### src/tpdd_pkg.sv
// tpdd_pkg: shared types and constants of the tilt packet to differential drive block
// no dependencies; used by every module of the block
`default_nettype none

package tpdd_pkg;

    localparam int MAG_W  = 17;   // tilt magnitude, 16 fraction bits
    localparam int DUTY_W = 16;   // wheel duty value
    localparam int RAW_W  = 15;   // floor(mag * 10000 / 65536) fits in 15 bits
    localparam int CFG_W  = 17;   // widest configuration register
    localparam int CFG_IDX_W = 3;

    localparam logic [7:0] START_BYTE = 8'h21;  // '!'
    localparam logic [7:0] TYPE_QUAT  = 8'h51;  // 'Q'

    // configuration reset values
    localparam logic [MAG_W-1:0]  TILT_LOW_RST    = 17'd6554;
    localparam logic [MAG_W-1:0]  TILT_HIGH_RST   = 17'd42598;
    localparam logic [DUTY_W-1:0] PWM_FLOOR_RST   = 16'd2500;
    localparam logic [DUTY_W-1:0] PWM_CEILING_RST = 16'd14000;
    localparam logic [DUTY_W-1:0] DUTY_CRUISE_RST = 16'd4500;
    localparam logic [DUTY_W-1:0] DUTY_TRAIL_RST  = 16'd3000;
    localparam logic [DUTY_W-1:0] PWM_TURN_RST    = 16'd2300;

    typedef enum logic [CFG_IDX_W-1:0] {
        CFG_TILT_LOW    = 3'd0,
        CFG_TILT_HIGH   = 3'd1,
        CFG_PWM_FLOOR   = 3'd2,
        CFG_PWM_CEILING = 3'd3,
        CFG_PROP_MODE   = 3'd4,
        CFG_DUTY_CRUISE = 3'd5,
        CFG_DUTY_TRAIL  = 3'd6,
        CFG_PWM_TURN    = 3'd7
    } t_cfg_idx;

    typedef enum logic [2:0] {
        DIR_STOP      = 3'd0,
        DIR_FORWARD   = 3'd1,
        DIR_BACKWARD  = 3'd2,
        DIR_ROT_RIGHT = 3'd3,
        DIR_ROT_LEFT  = 3'd4
    } t_dir;

    typedef enum logic [2:0] {
        LED_WHITE    = 3'd0,
        LED_SKY_BLUE = 3'd1,
        LED_GREEN    = 3'd2,
        LED_BLUE     = 3'd3,
        LED_PINK     = 3'd4,
        LED_YELLOW   = 3'd5,
        LED_RED      = 3'd6
    } t_led;

    // duty settings seen by the drive stage
    typedef struct packed {
        logic [DUTY_W-1:0] pwm_floor;
        logic [DUTY_W-1:0] pwm_ceiling;
        logic              prop_mode;
        logic [DUTY_W-1:0] duty_cruise;
        logic [DUTY_W-1:0] duty_trail;
        logic [DUTY_W-1:0] pwm_turn;
    } t_duty_cfg;

    // completed packet as held by the assembler
    typedef struct packed {
        logic        bad;
        logic [31:0] pitch_raw;
        logic [31:0] roll_raw;
    } t_pkt;

    // decoded tilt, between decode and drive stages
    typedef struct packed {
        logic             bad;
        logic             x_pos;
        logic             x_neg;
        logic             y_pos;
        logic             y_neg;
        logic [RAW_W-1:0] dx_raw;
        logic [RAW_W-1:0] dy_raw;
    } t_dec;

endpackage

`default_nettype wire

### src/tpdd_assembler.sv
// tpdd_assembler: start byte hunt, byte counter and packet field registers
// depends on tpdd_pkg
`default_nettype none

module tpdd_assembler #(
    parameter int PACKET_BYTES = 19
) (
    input  wire logic              i_clk,
    input  wire logic              i_rst_n,
    input  wire logic              i_valid,
    output logic                   o_ready,
    input  wire logic [7:0]        i_byte,
    input  wire logic              i_take,
    output logic                   o_pkt_valid,
    output tpdd_pkg::t_pkt         o_pkt
);

    localparam int CNT_W = $clog2(PACKET_BYTES);
    localparam logic [CNT_W-1:0] POS_TYPE   = CNT_W'(1);
    localparam logic [CNT_W-1:0] POS_PITCH0 = CNT_W'(2);
    localparam logic [CNT_W-1:0] POS_PITCH3 = CNT_W'(5);
    localparam logic [CNT_W-1:0] POS_ROLL0  = CNT_W'(6);
    localparam logic [CNT_W-1:0] POS_ROLL3  = CNT_W'(9);
    localparam logic [CNT_W-1:0] POS_LAST   = CNT_W'(PACKET_BYTES - 1);

    logic [CNT_W-1:0] r_count, n_count;
    logic [7:0]       r_type,  n_type;
    logic [31:0]      r_pitch, n_pitch;
    logic [31:0]      r_roll,  n_roll;
    logic             r_pkt_valid, n_pkt_valid;
    logic             accept;
    logic [1:0]       lane;

    assign o_ready = !r_pkt_valid || i_take;
    assign accept  = i_valid && o_ready;
    // byte lane within a float: position minus two, modulo four
    assign lane    = 2'(r_count - POS_PITCH0);

    always_comb begin
        n_count     = r_count;
        n_type      = r_type;
        n_pitch     = r_pitch;
        n_roll      = r_roll;
        n_pkt_valid = r_pkt_valid && !i_take;
        if (accept) begin
            if (r_count == '0) begin
                if (i_byte == tpdd_pkg::START_BYTE) begin
                    n_count = POS_TYPE;
                end
            end else begin
                if (r_count == POS_TYPE) begin
                    n_type = i_byte;
                end else if (r_count >= POS_PITCH0 && r_count <= POS_PITCH3) begin
                    n_pitch[{lane, 3'b000} +: 8] = i_byte;
                end else if (r_count >= POS_ROLL0 && r_count <= POS_ROLL3) begin
                    n_roll[{lane, 3'b000} +: 8] = i_byte;
                end
                if (r_count == POS_LAST) begin
                    n_count     = '0;
                    n_pkt_valid = 1'b1;
                end else begin
                    n_count = r_count + CNT_W'(1);
                end
            end
        end
    end

    always_ff @(posedge i_clk) begin
        if (!i_rst_n) begin
            r_count     <= '0;
            r_type      <= '0;
            r_pitch     <= '0;
            r_roll      <= '0;
            r_pkt_valid <= 1'b0;
        end else begin
            r_count     <= n_count;
            r_type      <= n_type;
            r_pitch     <= n_pitch;
            r_roll      <= n_roll;
            r_pkt_valid <= n_pkt_valid;
        end
    end

    assign o_pkt_valid   = r_pkt_valid;
    assign o_pkt.bad       = (r_type != tpdd_pkg::TYPE_QUAT);
    assign o_pkt.pitch_raw = r_pitch;
    assign o_pkt.roll_raw  = r_roll;

endmodule

`default_nettype wire

### src/tpdd_decode.sv
// tpdd_decode: float to fixed magnitude, tilt window test and duty scaling, registered
// depends on tpdd_pkg
`default_nettype none

module tpdd_decode (
    input  wire logic                          i_clk,
    input  wire logic                          i_rst_n,
    input  wire logic                          i_adv,
    input  wire logic                          i_valid,
    input  wire tpdd_pkg::t_pkt                i_pkt,
    input  wire logic [tpdd_pkg::MAG_W-1:0]    i_tilt_low,
    input  wire logic [tpdd_pkg::MAG_W-1:0]    i_tilt_high,
    output logic                               o_valid,
    output tpdd_pkg::t_dec                     o_dec
);

    localparam logic [7:0] EXP_SAT = 8'd134;  // 128.0 and above saturate
    localparam logic [7:0] EXP_MIN = 8'd103;  // below this the value shifts out
    localparam logic [tpdd_pkg::MAG_W-1:0] MAG_MAX = '1;
    localparam logic [13:0] DUTY_SCALE = 14'd10000;
    localparam int PROD_W = tpdd_pkg::MAG_W + 14;

    function automatic logic [tpdd_pkg::MAG_W-1:0] to_mag(input logic [31:0] bits);
        logic [7:0]  e;
        logic [23:0] mant;
        logic [4:0]  rsh;
        logic [23:0] sh;
        logic [tpdd_pkg::MAG_W-1:0] res;
        e    = bits[30:23];
        mant = {1'b1, bits[22:0]};
        rsh  = 5'(EXP_SAT - e);
        sh   = mant >> rsh;
        if (e == '0) begin
            res = '0;
        end else if (e >= EXP_SAT) begin
            res = MAG_MAX;
        end else if (e < EXP_MIN) begin
            res = '0;
        end else if (sh > 24'(MAG_MAX)) begin
            res = MAG_MAX;
        end else begin
            res = sh[tpdd_pkg::MAG_W-1:0];
        end
        return res;
    endfunction

    logic [tpdd_pkg::MAG_W-1:0] mx, my;
    logic [PROD_W-1:0]          px, py;
    logic                       x_in, y_in, x_sign, y_sign;
    tpdd_pkg::t_dec             n_dec, r_dec;
    logic                       r_valid;

    always_comb begin
        mx     = to_mag(i_pkt.pitch_raw);
        my     = to_mag(i_pkt.roll_raw);
        x_sign = i_pkt.pitch_raw[31];
        y_sign = i_pkt.roll_raw[31];
        x_in   = (mx > i_tilt_low) && (mx < i_tilt_high);
        y_in   = (my > i_tilt_low) && (my < i_tilt_high);
        px     = PROD_W'(mx) * PROD_W'(DUTY_SCALE);
        py     = PROD_W'(my) * PROD_W'(DUTY_SCALE);
        n_dec.bad    = i_pkt.bad;
        n_dec.x_pos  = x_in && !x_sign;
        n_dec.x_neg  = x_in && x_sign;
        n_dec.y_pos  = y_in && !y_sign;
        n_dec.y_neg  = y_in && y_sign;
        n_dec.dx_raw = px[16 +: tpdd_pkg::RAW_W];
        n_dec.dy_raw = py[16 +: tpdd_pkg::RAW_W];
    end

    always_ff @(posedge i_clk) begin
        if (!i_rst_n) begin
            r_valid <= 1'b0;
        end else if (i_adv) begin
            r_valid <= i_valid;
        end
    end

    always_ff @(posedge i_clk) begin
        if (i_adv) begin
            r_dec <= n_dec;
        end
    end

    assign o_valid = r_valid;
    assign o_dec   = r_dec;

endmodule

`default_nettype wire

### src/tpdd_drive.sv
// tpdd_drive: duty clamping, drive case selection and result register
// depends on tpdd_pkg
`default_nettype none

module tpdd_drive (
    input  wire logic                           i_clk,
    input  wire logic                           i_rst_n,
    input  wire logic                           i_valid,
    input  wire tpdd_pkg::t_dec                 i_dec,
    input  wire tpdd_pkg::t_duty_cfg            i_cfg,
    output logic                                o_take,
    output logic                                o_valid,
    input  wire logic                           i_ready,
    output logic [2:0]                          o_drive_dir,
    output logic [tpdd_pkg::DUTY_W-1:0]         o_left_duty,
    output logic [tpdd_pkg::DUTY_W-1:0]         o_right_duty,
    output logic [2:0]                          o_led_colour,
    output logic                                o_bad_packet
);

    localparam int SUM_W = tpdd_pkg::DUTY_W + 1;

    // raise to floor, then lower to ceiling
    function automatic logic [tpdd_pkg::DUTY_W-1:0] clamp_duty(
        input logic [SUM_W-1:0]           v,
        input logic [tpdd_pkg::DUTY_W-1:0] lo,
        input logic [tpdd_pkg::DUTY_W-1:0] hi
    );
        logic [SUM_W-1:0] t;
        t = (v < SUM_W'(lo)) ? SUM_W'(lo) : v;
        t = (t > SUM_W'(hi)) ? SUM_W'(hi) : t;
        return t[tpdd_pkg::DUTY_W-1:0];
    endfunction

    logic [tpdd_pkg::DUTY_W-1:0] dxc, dyc, sumc;
    logic                        x_in, y_in;
    tpdd_pkg::t_dir              n_dir, r_dir;
    tpdd_pkg::t_led              n_led, r_led;
    logic [tpdd_pkg::DUTY_W-1:0] n_left, r_left, n_right, r_right;
    logic                        n_bad, r_bad;
    logic                        r_valid;

    assign o_take = !r_valid || i_ready;

    always_comb begin
        dxc  = clamp_duty(SUM_W'(i_dec.dx_raw), i_cfg.pwm_floor, i_cfg.pwm_ceiling);
        dyc  = clamp_duty(SUM_W'(i_dec.dy_raw), i_cfg.pwm_floor, i_cfg.pwm_ceiling);
        sumc = clamp_duty(SUM_W'(dxc) + SUM_W'(dyc), i_cfg.pwm_floor, i_cfg.pwm_ceiling);
        x_in = i_dec.x_pos || i_dec.x_neg;
        y_in = i_dec.y_pos || i_dec.y_neg;
        n_bad   = 1'b0;
        n_dir   = tpdd_pkg::DIR_STOP;
        n_led   = tpdd_pkg::LED_RED;
        n_left  = '0;
        n_right = '0;
        priority if (i_dec.bad) begin
            n_bad = 1'b1;
            n_led = tpdd_pkg::LED_WHITE;
        end else if (x_in && y_in) begin
            n_dir = i_dec.x_pos ? tpdd_pkg::DIR_FORWARD : tpdd_pkg::DIR_BACKWARD;
            n_led = i_dec.x_pos ? tpdd_pkg::LED_WHITE : tpdd_pkg::LED_SKY_BLUE;
            if (i_dec.y_pos) begin
                n_left  = i_cfg.prop_mode ? sumc : i_cfg.duty_cruise;
                n_right = i_cfg.prop_mode ? dxc  : i_cfg.duty_trail;
            end else begin
                n_left  = i_cfg.prop_mode ? dxc  : i_cfg.duty_trail;
                n_right = i_cfg.prop_mode ? sumc : i_cfg.duty_cruise;
            end
        end else if (x_in) begin
            n_dir   = i_dec.x_pos ? tpdd_pkg::DIR_FORWARD : tpdd_pkg::DIR_BACKWARD;
            n_led   = i_dec.x_pos ? tpdd_pkg::LED_GREEN : tpdd_pkg::LED_BLUE;
            n_left  = i_cfg.prop_mode ? dxc : i_cfg.duty_cruise;
            n_right = n_left;
        end else if (y_in) begin
            n_dir   = i_dec.y_pos ? tpdd_pkg::DIR_ROT_RIGHT : tpdd_pkg::DIR_ROT_LEFT;
            n_led   = i_dec.y_pos ? tpdd_pkg::LED_PINK : tpdd_pkg::LED_YELLOW;
            n_left  = i_cfg.prop_mode ? dyc : i_cfg.pwm_turn;
            n_right = n_left;
        end else begin
            n_dir = tpdd_pkg::DIR_STOP;
        end
    end

    always_ff @(posedge i_clk) begin
        if (!i_rst_n) begin
            r_valid <= 1'b0;
        end else if (o_take) begin
            r_valid <= i_valid;
        end
    end

    always_ff @(posedge i_clk) begin
        if (o_take) begin
            r_dir   <= n_dir;
            r_led   <= n_led;
            r_left  <= n_left;
            r_right <= n_right;
            r_bad   <= n_bad;
        end
    end

    assign o_valid      = r_valid;
    assign o_drive_dir  = r_dir;
    assign o_left_duty  = r_left;
    assign o_right_duty = r_right;
    assign o_led_colour = r_led;
    assign o_bad_packet = r_bad;

endmodule

`default_nettype wire

### src/tilt_packet_to_differential_drive.sv
// tilt_packet_to_differential_drive: top level, configuration registers and stage wiring
// depends on tpdd_pkg, tpdd_assembler, tpdd_decode, tpdd_drive
`default_nettype none

// Takes one received serial byte per item and turns tilt packets into wheel commands.
// Bytes are dropped until a '!' start byte; that byte and the next PACKET_BYTES-1 bytes
// form one packet. Byte 1 is the type, bytes 2..5 and 6..9 are the x and y tilt as
// little-endian IEEE singles; everything after that is ignored. The last byte of a
// packet yields exactly one result item: a stop with o_bad_packet set when the type is
// not 'Q', otherwise a drive direction, two wheel duties and an LED colour. The block
// accepts one byte every cycle while o_rx_ready is high. After the last byte, the
// packet sits in the assembler registers, then in the decode register (float to
// fixed and the 10000 scaling multiply), then in the result register (duty clamping
// and drive case choice), which drives the outputs. A waiting result blocks nothing
// until all three stages are full; only then is o_rx_ready dropped. Configuration is
// a plain write port, to be used only while no packet is in flight.

module tilt_packet_to_differential_drive #(
    parameter int PACKET_BYTES = 19
) (
    input  wire logic                              i_clk,
    input  wire logic                              i_rst_n,
    // received byte channel
    input  wire logic                              i_rx_valid,
    output logic                                   o_rx_ready,
    input  wire logic [7:0]                        i_rx_byte,
    // drive command channel
    output logic                                   o_drv_valid,
    input  wire logic                              i_drv_ready,
    output logic [2:0]                             o_drive_dir,
    output logic [tpdd_pkg::DUTY_W-1:0]            o_left_duty,
    output logic [tpdd_pkg::DUTY_W-1:0]            o_right_duty,
    output logic [2:0]                             o_led_colour,
    output logic                                   o_bad_packet,
    // configuration writes
    input  wire logic                              i_cfg_we,
    input  wire logic [tpdd_pkg::CFG_IDX_W-1:0]    i_cfg_index,
    input  wire logic [tpdd_pkg::CFG_W-1:0]        i_cfg_data
);

    // configuration registers
    logic [tpdd_pkg::MAG_W-1:0]  r_tilt_low, r_tilt_high;
    tpdd_pkg::t_duty_cfg         r_duty_cfg;

    always_ff @(posedge i_clk) begin
        if (!i_rst_n) begin
            r_tilt_low             <= tpdd_pkg::TILT_LOW_RST;
            r_tilt_high            <= tpdd_pkg::TILT_HIGH_RST;
            r_duty_cfg.pwm_floor   <= tpdd_pkg::PWM_FLOOR_RST;
            r_duty_cfg.pwm_ceiling <= tpdd_pkg::PWM_CEILING_RST;
            r_duty_cfg.prop_mode   <= 1'b1;
            r_duty_cfg.duty_cruise <= tpdd_pkg::DUTY_CRUISE_RST;
            r_duty_cfg.duty_trail  <= tpdd_pkg::DUTY_TRAIL_RST;
            r_duty_cfg.pwm_turn    <= tpdd_pkg::PWM_TURN_RST;
        end else if (i_cfg_we) begin
            unique case (tpdd_pkg::t_cfg_idx'(i_cfg_index))
                tpdd_pkg::CFG_TILT_LOW:    r_tilt_low  <= i_cfg_data;
                tpdd_pkg::CFG_TILT_HIGH:   r_tilt_high <= i_cfg_data;
                tpdd_pkg::CFG_PWM_FLOOR:   r_duty_cfg.pwm_floor   <= i_cfg_data[15:0];
                tpdd_pkg::CFG_PWM_CEILING: r_duty_cfg.pwm_ceiling <= i_cfg_data[15:0];
                tpdd_pkg::CFG_PROP_MODE:   r_duty_cfg.prop_mode   <= i_cfg_data[0];
                tpdd_pkg::CFG_DUTY_CRUISE: r_duty_cfg.duty_cruise <= i_cfg_data[15:0];
                tpdd_pkg::CFG_DUTY_TRAIL:  r_duty_cfg.duty_trail  <= i_cfg_data[15:0];
                tpdd_pkg::CFG_PWM_TURN:    r_duty_cfg.pwm_turn    <= i_cfg_data[15:0];
                default: begin
                end
            endcase
        end
    end

    // stage wiring: each stage moves when the next one can take its item
    logic           pkt_valid, dec_valid, dec_adv, drv_take;
    tpdd_pkg::t_pkt pkt;
    tpdd_pkg::t_dec dec;

    assign dec_adv = !dec_valid || drv_take;

    tpdd_assembler #(
        .PACKET_BYTES (PACKET_BYTES)
    ) u_assembler (
        .i_clk       (i_clk),
        .i_rst_n     (i_rst_n),
        .i_valid     (i_rx_valid),
        .o_ready     (o_rx_ready),
        .i_byte      (i_rx_byte),
        .i_take      (dec_adv),
        .o_pkt_valid (pkt_valid),
        .o_pkt       (pkt)
    );

    tpdd_decode u_decode (
        .i_clk       (i_clk),
        .i_rst_n     (i_rst_n),
        .i_adv       (dec_adv),
        .i_valid     (pkt_valid),
        .i_pkt       (pkt),
        .i_tilt_low  (r_tilt_low),
        .i_tilt_high (r_tilt_high),
        .o_valid     (dec_valid),
        .o_dec       (dec)
    );

    tpdd_drive u_drive (
        .i_clk        (i_clk),
        .i_rst_n      (i_rst_n),
        .i_valid      (dec_valid),
        .i_dec        (dec),
        .i_cfg        (r_duty_cfg),
        .o_take       (drv_take),
        .o_valid      (o_drv_valid),
        .i_ready      (i_drv_ready),
        .o_drive_dir  (o_drive_dir),
        .o_left_duty  (o_left_duty),
        .o_right_duty (o_right_duty),
        .o_led_colour (o_led_colour),
        .o_bad_packet (o_bad_packet)
    );

    // a bad packet always reports a stop with both wheels off
    a_bad_is_stop: assert property (@(posedge i_clk) disable iff (!i_rst_n)
        (o_drv_valid && o_bad_packet) |->
            (o_drive_dir == tpdd_pkg::DIR_STOP && o_left_duty == '0 && o_right_duty == '0))
        else $error("bad packet result is not a stop");

    // a stop command never carries a duty
    a_stop_no_duty: assert property (@(posedge i_clk) disable iff (!i_rst_n)
        (o_drv_valid && o_drive_dir == tpdd_pkg::DIR_STOP) |->
            (o_left_duty == '0 && o_right_duty == '0))
        else $error("stop with nonzero duty");

    // the byte side stalls only behind a result that is being held off
    a_stall_cause: assert property (@(posedge i_clk) disable iff (!i_rst_n)
        !o_rx_ready |-> (o_drv_valid && !i_drv_ready && dec_valid && pkt_valid))
        else $error("byte channel stalled without a full pipeline");

    // a result enters the output register only from a decoded item
    a_result_source: assert property (@(posedge i_clk) disable iff (!i_rst_n)
        ($rose(o_drv_valid)) |-> $past(dec_valid))
        else $error("result appeared without a decoded item");

endmodule

`default_nettype wire
### config.mk
export PLATFORM = sky130hd
export DESIGN_NAME = tilt_packet_to_differential_drive
export DESIGN_NICKNAME = d
export VERILOG_FILES = /design/src/tpdd_pkg.sv /design/src/tpdd_assembler.sv /design/src/tpdd_decode.sv /design/src/tpdd_drive.sv /design/src/tilt_packet_to_differential_drive.sv
export SDC_FILE = /design/constraint.sdc
export NUM_CORES = 1
export LEC_CHECK = 0
export ABC_CLOCK_PERIOD_IN_PS = 11430
export BUFFER_PORTS_ARGS = -buffer_cell sky130_fd_sc_hd__buf_4
export CAP_MARGIN = 20
export CORE_MARGIN = 2
export CORE_UTILIZATION = 45
export CTS_BUF_LIST = sky130_fd_sc_hd__clkbuf_16
export DETAILED_ROUTE_END_ITERATION = 10
export SYNTH_ARGS = -nofsm -noshare
export SYNTH_HDL_FRONTEND = slang
export SYNTH_SLANG_ARGS = --single-unit
### constraint.sdc
create_clock -name i_clk -period 11.43 [get_ports i_clk]
set_input_delay 1.7145 -clock i_clk [delete_from_list [all_inputs] [get_ports i_clk]]
set_output_delay 1.7145 -clock i_clk [all_outputs]
set_load 0.02 [all_outputs]
==> metrics.csv <==
metric;value;unit
status;finished, final reports clean;
buffers from clock root to sink, at most;3;
CP Data Required Time;11.74;ns
Crit path largest cell delay;0.41;ns
Syn Area/Cell;8.49;um2
Clock transition at path regs;0.06;ns
Top-Level Pins;74;
pwr/cell area;89.9;mW/mm2
total power;2.50;mW
CP startpoint kind;flip-flop;
Mapped Area;0.0251;mm2
critical path class;reg -> reg;
antenna violations before repair;1;
crit end category;flip-flop;
DRT antenna net count;0;
most frequent cells in the layout;nand2_1, ha_1, inv_1;
Post-DP HPWL;64900;um
Initial Util;0.456;
Hold Vio Cnt, Final;0;
first-pass GRT wire length;127000;um
Synth warnings;0;
Post-Synthesis Cells;2955;
top_reg_cell synth;dfxtp_1;
sequential area share after synthesis;0.244;
Die Footprint;0.0577;mm2
Inst Count DP;3705;
Layout Skew;0.0286;ns
port bufs;73;
#FFs+latches synth;269;
area grow syn2layout;10.8;%
routed len/inst;21.9;um
Slew Viols, Final;0;
Post-synth EDFFs;74;
GP Congestion;0.975;
fraction of layout cells with a size suffix above 1;0.117;
CP max stage cell;a2111oi_2;
fin crit period;10.79;ns
DP Worst Slack;0.104;ns
Worst-Margin Slew;1.18;ns
worst-case vdd ir drop;0.000107;V
Total GRT Usage;0.288;
most common cell after layout, fill and taps aside;nand2_1;
Pleak;13.4;nW
max cap viols;0;
ys async rst share;0;
core area;0.0551;mm2
Nets;3439;
slew margin rel.;0.211;
vias in the first global route;21400;
TritonCTS clock tree;done;
drt first pass iters;6;
cts bufs inserted;35;
row count;86;
Max Freq;92.7;MHz
via/cell ratio;5.78;
CP arrival;11.10;ns
Die H;240;um
setup ws final;0.642;ns
distinct cell type count after synthesis;94;
setup TNS;0;ns
GR Overflow Total;0;
Routed WL;82800;um
DRT iter0 DRCs;1632;
class of the worst hold path;reg -> reg;
Vias;21800;
Post-Syn Nets;3394;
period utilization;0.944;
critical-path maximum fanout;12;
CTS sink cnt;269;
H-tree depth;2;
CTS root buf;clkbuf_16;
final setup vio count;0;
largest net degree at the start of global routing;105;
drt drc;0;
Post-Layout Cell Count;3776;
clock latency at the later pin of the worst-skew pair;0.57;ns
chip width;240;um
worst paths after layout:
kind | to | slack [ns] | startpoint | cells after the start
worst max-delay path | u_drive.o_left_duty[2] | 0.64 | r_duty_cfg[66] | 52
worst min-delay path | r_tilt_low[16] | 0.47 | r_tilt_low[16] | 2
worst max register to register | u_drive.o_left_duty[2] | 0.64 | r_duty_cfg[66] | 52
worst min register to register | r_tilt_low[16] | 0.47 | r_tilt_low[16] | 2
worst max-delay path, delay by kind of cell (launching register included):
family	cells	cell delay [ns]
buffers and inverters	9	1.30
DFF	1	0.32
and+or+nand+nor	8	1.13
AOI/OAI and AO/OA	26	5.24
muxes	3	0.83
xor gates and xnor gates	1	0.23
adders and majority gates	5	1.43
cell families after synthesis:
| group | share of synthesized area |
|---|---|
| buffers and inverters | 0.0695 |
| XOR/XNOR | 0.0197 |
| multiplexers | 0.0856 |
| AO/OA/AOI/OAI | 0.194 |
| flip-flops | 0.244 |
| adder cells (fa/ha/maj) | 0.225 |
| AND/OR/NAND/NOR | 0.162 |
synth_stat cells, types with 14 or more instances:
| cell | n | area (um2) |
|---|---|---|
| ha_1 | 331 | 4140 |
| a21o_1 | 80 | 601 |
| xnor2_1 | 31 | 272 |
| o21a_1 | 35 | 263 |
| inv_1 | 324 | 1220 |
| o22ai_1 | 31 | 194 |
| a22oi_1 | 16 | 120 |
| a21boi_0 | 71 | 533 |
| edfxtp_1 | 74 | 2220 |
| nor2b_1 | 50 | 313 |
| fa_1 | 75 | 1500 |
| clkbuf_1 | 101 | 379 |
| nor2_1 | 135 | 507 |
| nand2b_1 | 33 | 206 |
| xor2_1 | 20 | 175 |
| o221ai_1 | 21 | 184 |
| nand2_1 | 417 | 1570 |
| mux2_2 | 84 | 946 |
| dfxtp_1 | 195 | 3900 |
| a221oi_1 | 15 | 131 |
| a31oi_1 | 14 | 87.6 |
| a21oi_1 | 125 | 626 |
| o211ai_1 | 43 | 323 |
| o21bai_1 | 25 | 188 |
| o21ai_0 | 142 | 711 |
| and2_1 | 77 | 482 |
| nand4_1 | 30 | 188 |
| mux4_2 | 22 | 495 |
| a211oi_1 | 33 | 248 |
| nand3_1 | 53 | 265 |
| nor3_1 | 36 | 180 |
| mux2i_1 | 66 | 661 |
per-stage QoR:
step | utilization | instance area [um2] | hold slack [ns]
2_1_floorplan | - | 25100 | 0.439
3_3_place_gp | 0.481 | 26500 | 0.453
3_5_place_dp | 0.481 | 26500 | 0.460
4_1_cts | 0.502 | 27700 | 0.471
5_1_grt | 0.505 | 27800 | 0.487
6_report | 0.505 | 27800 | 0.470
cell type report:
cell class | count | area (um2)
fillers | 5373 | 27300
repair buffers | 137 | 1050
multi-input cells | 2232 | 17300
clock inverters | 26 | 191
well taps | 748 | 936
flip-flops and latches | 269 | 6130
diodes | 1 | 2.50
clock buffers | 38 | 951
inverters | 325 | 1220
report_power, final:
part | internal [mW] | leakage, nW | switching, mW
clock | 0.648 | 0.600 | 0.462
sequential | 0.985 | 2.48 | 0.0110
combinational | 0.159 | 10.3 | 0.235
timing repair:
action / in CTS / in global routing
setup buffers: 0 / 4
gates resized for setup: 0 / 24
hold buffers: 0 / 0
setup endpoints to repair: 0 / 32
sequential cells by signal (all words and copies together), names as in the netlist, 3 cells and up:
signal and count:
r_duty_cfg 81, u_decode.o_dec 35, u_assembler.r_pitch 32, u_assembler.r_roll 32, r_tilt_high 17, r_tilt_low 17, u_drive.o_left_duty 16, u_drive.o_right_duty 16
u_assembler.r_type 8, u_assembler.r_count 5, u_drive.o_drive_dir 3, u_drive.o_led_colour 3
routing by layer:
metal,share of wire,vias up,global-route usage
met5,0,-,0
met4,0.044,0,0.124
met3,0.046,167,0.0309
met2,0.49,650,0.511
met1,0.42,10500,0.352
li1,-,10500,-
No activity file was read; power rests on OpenSTA's default activity.
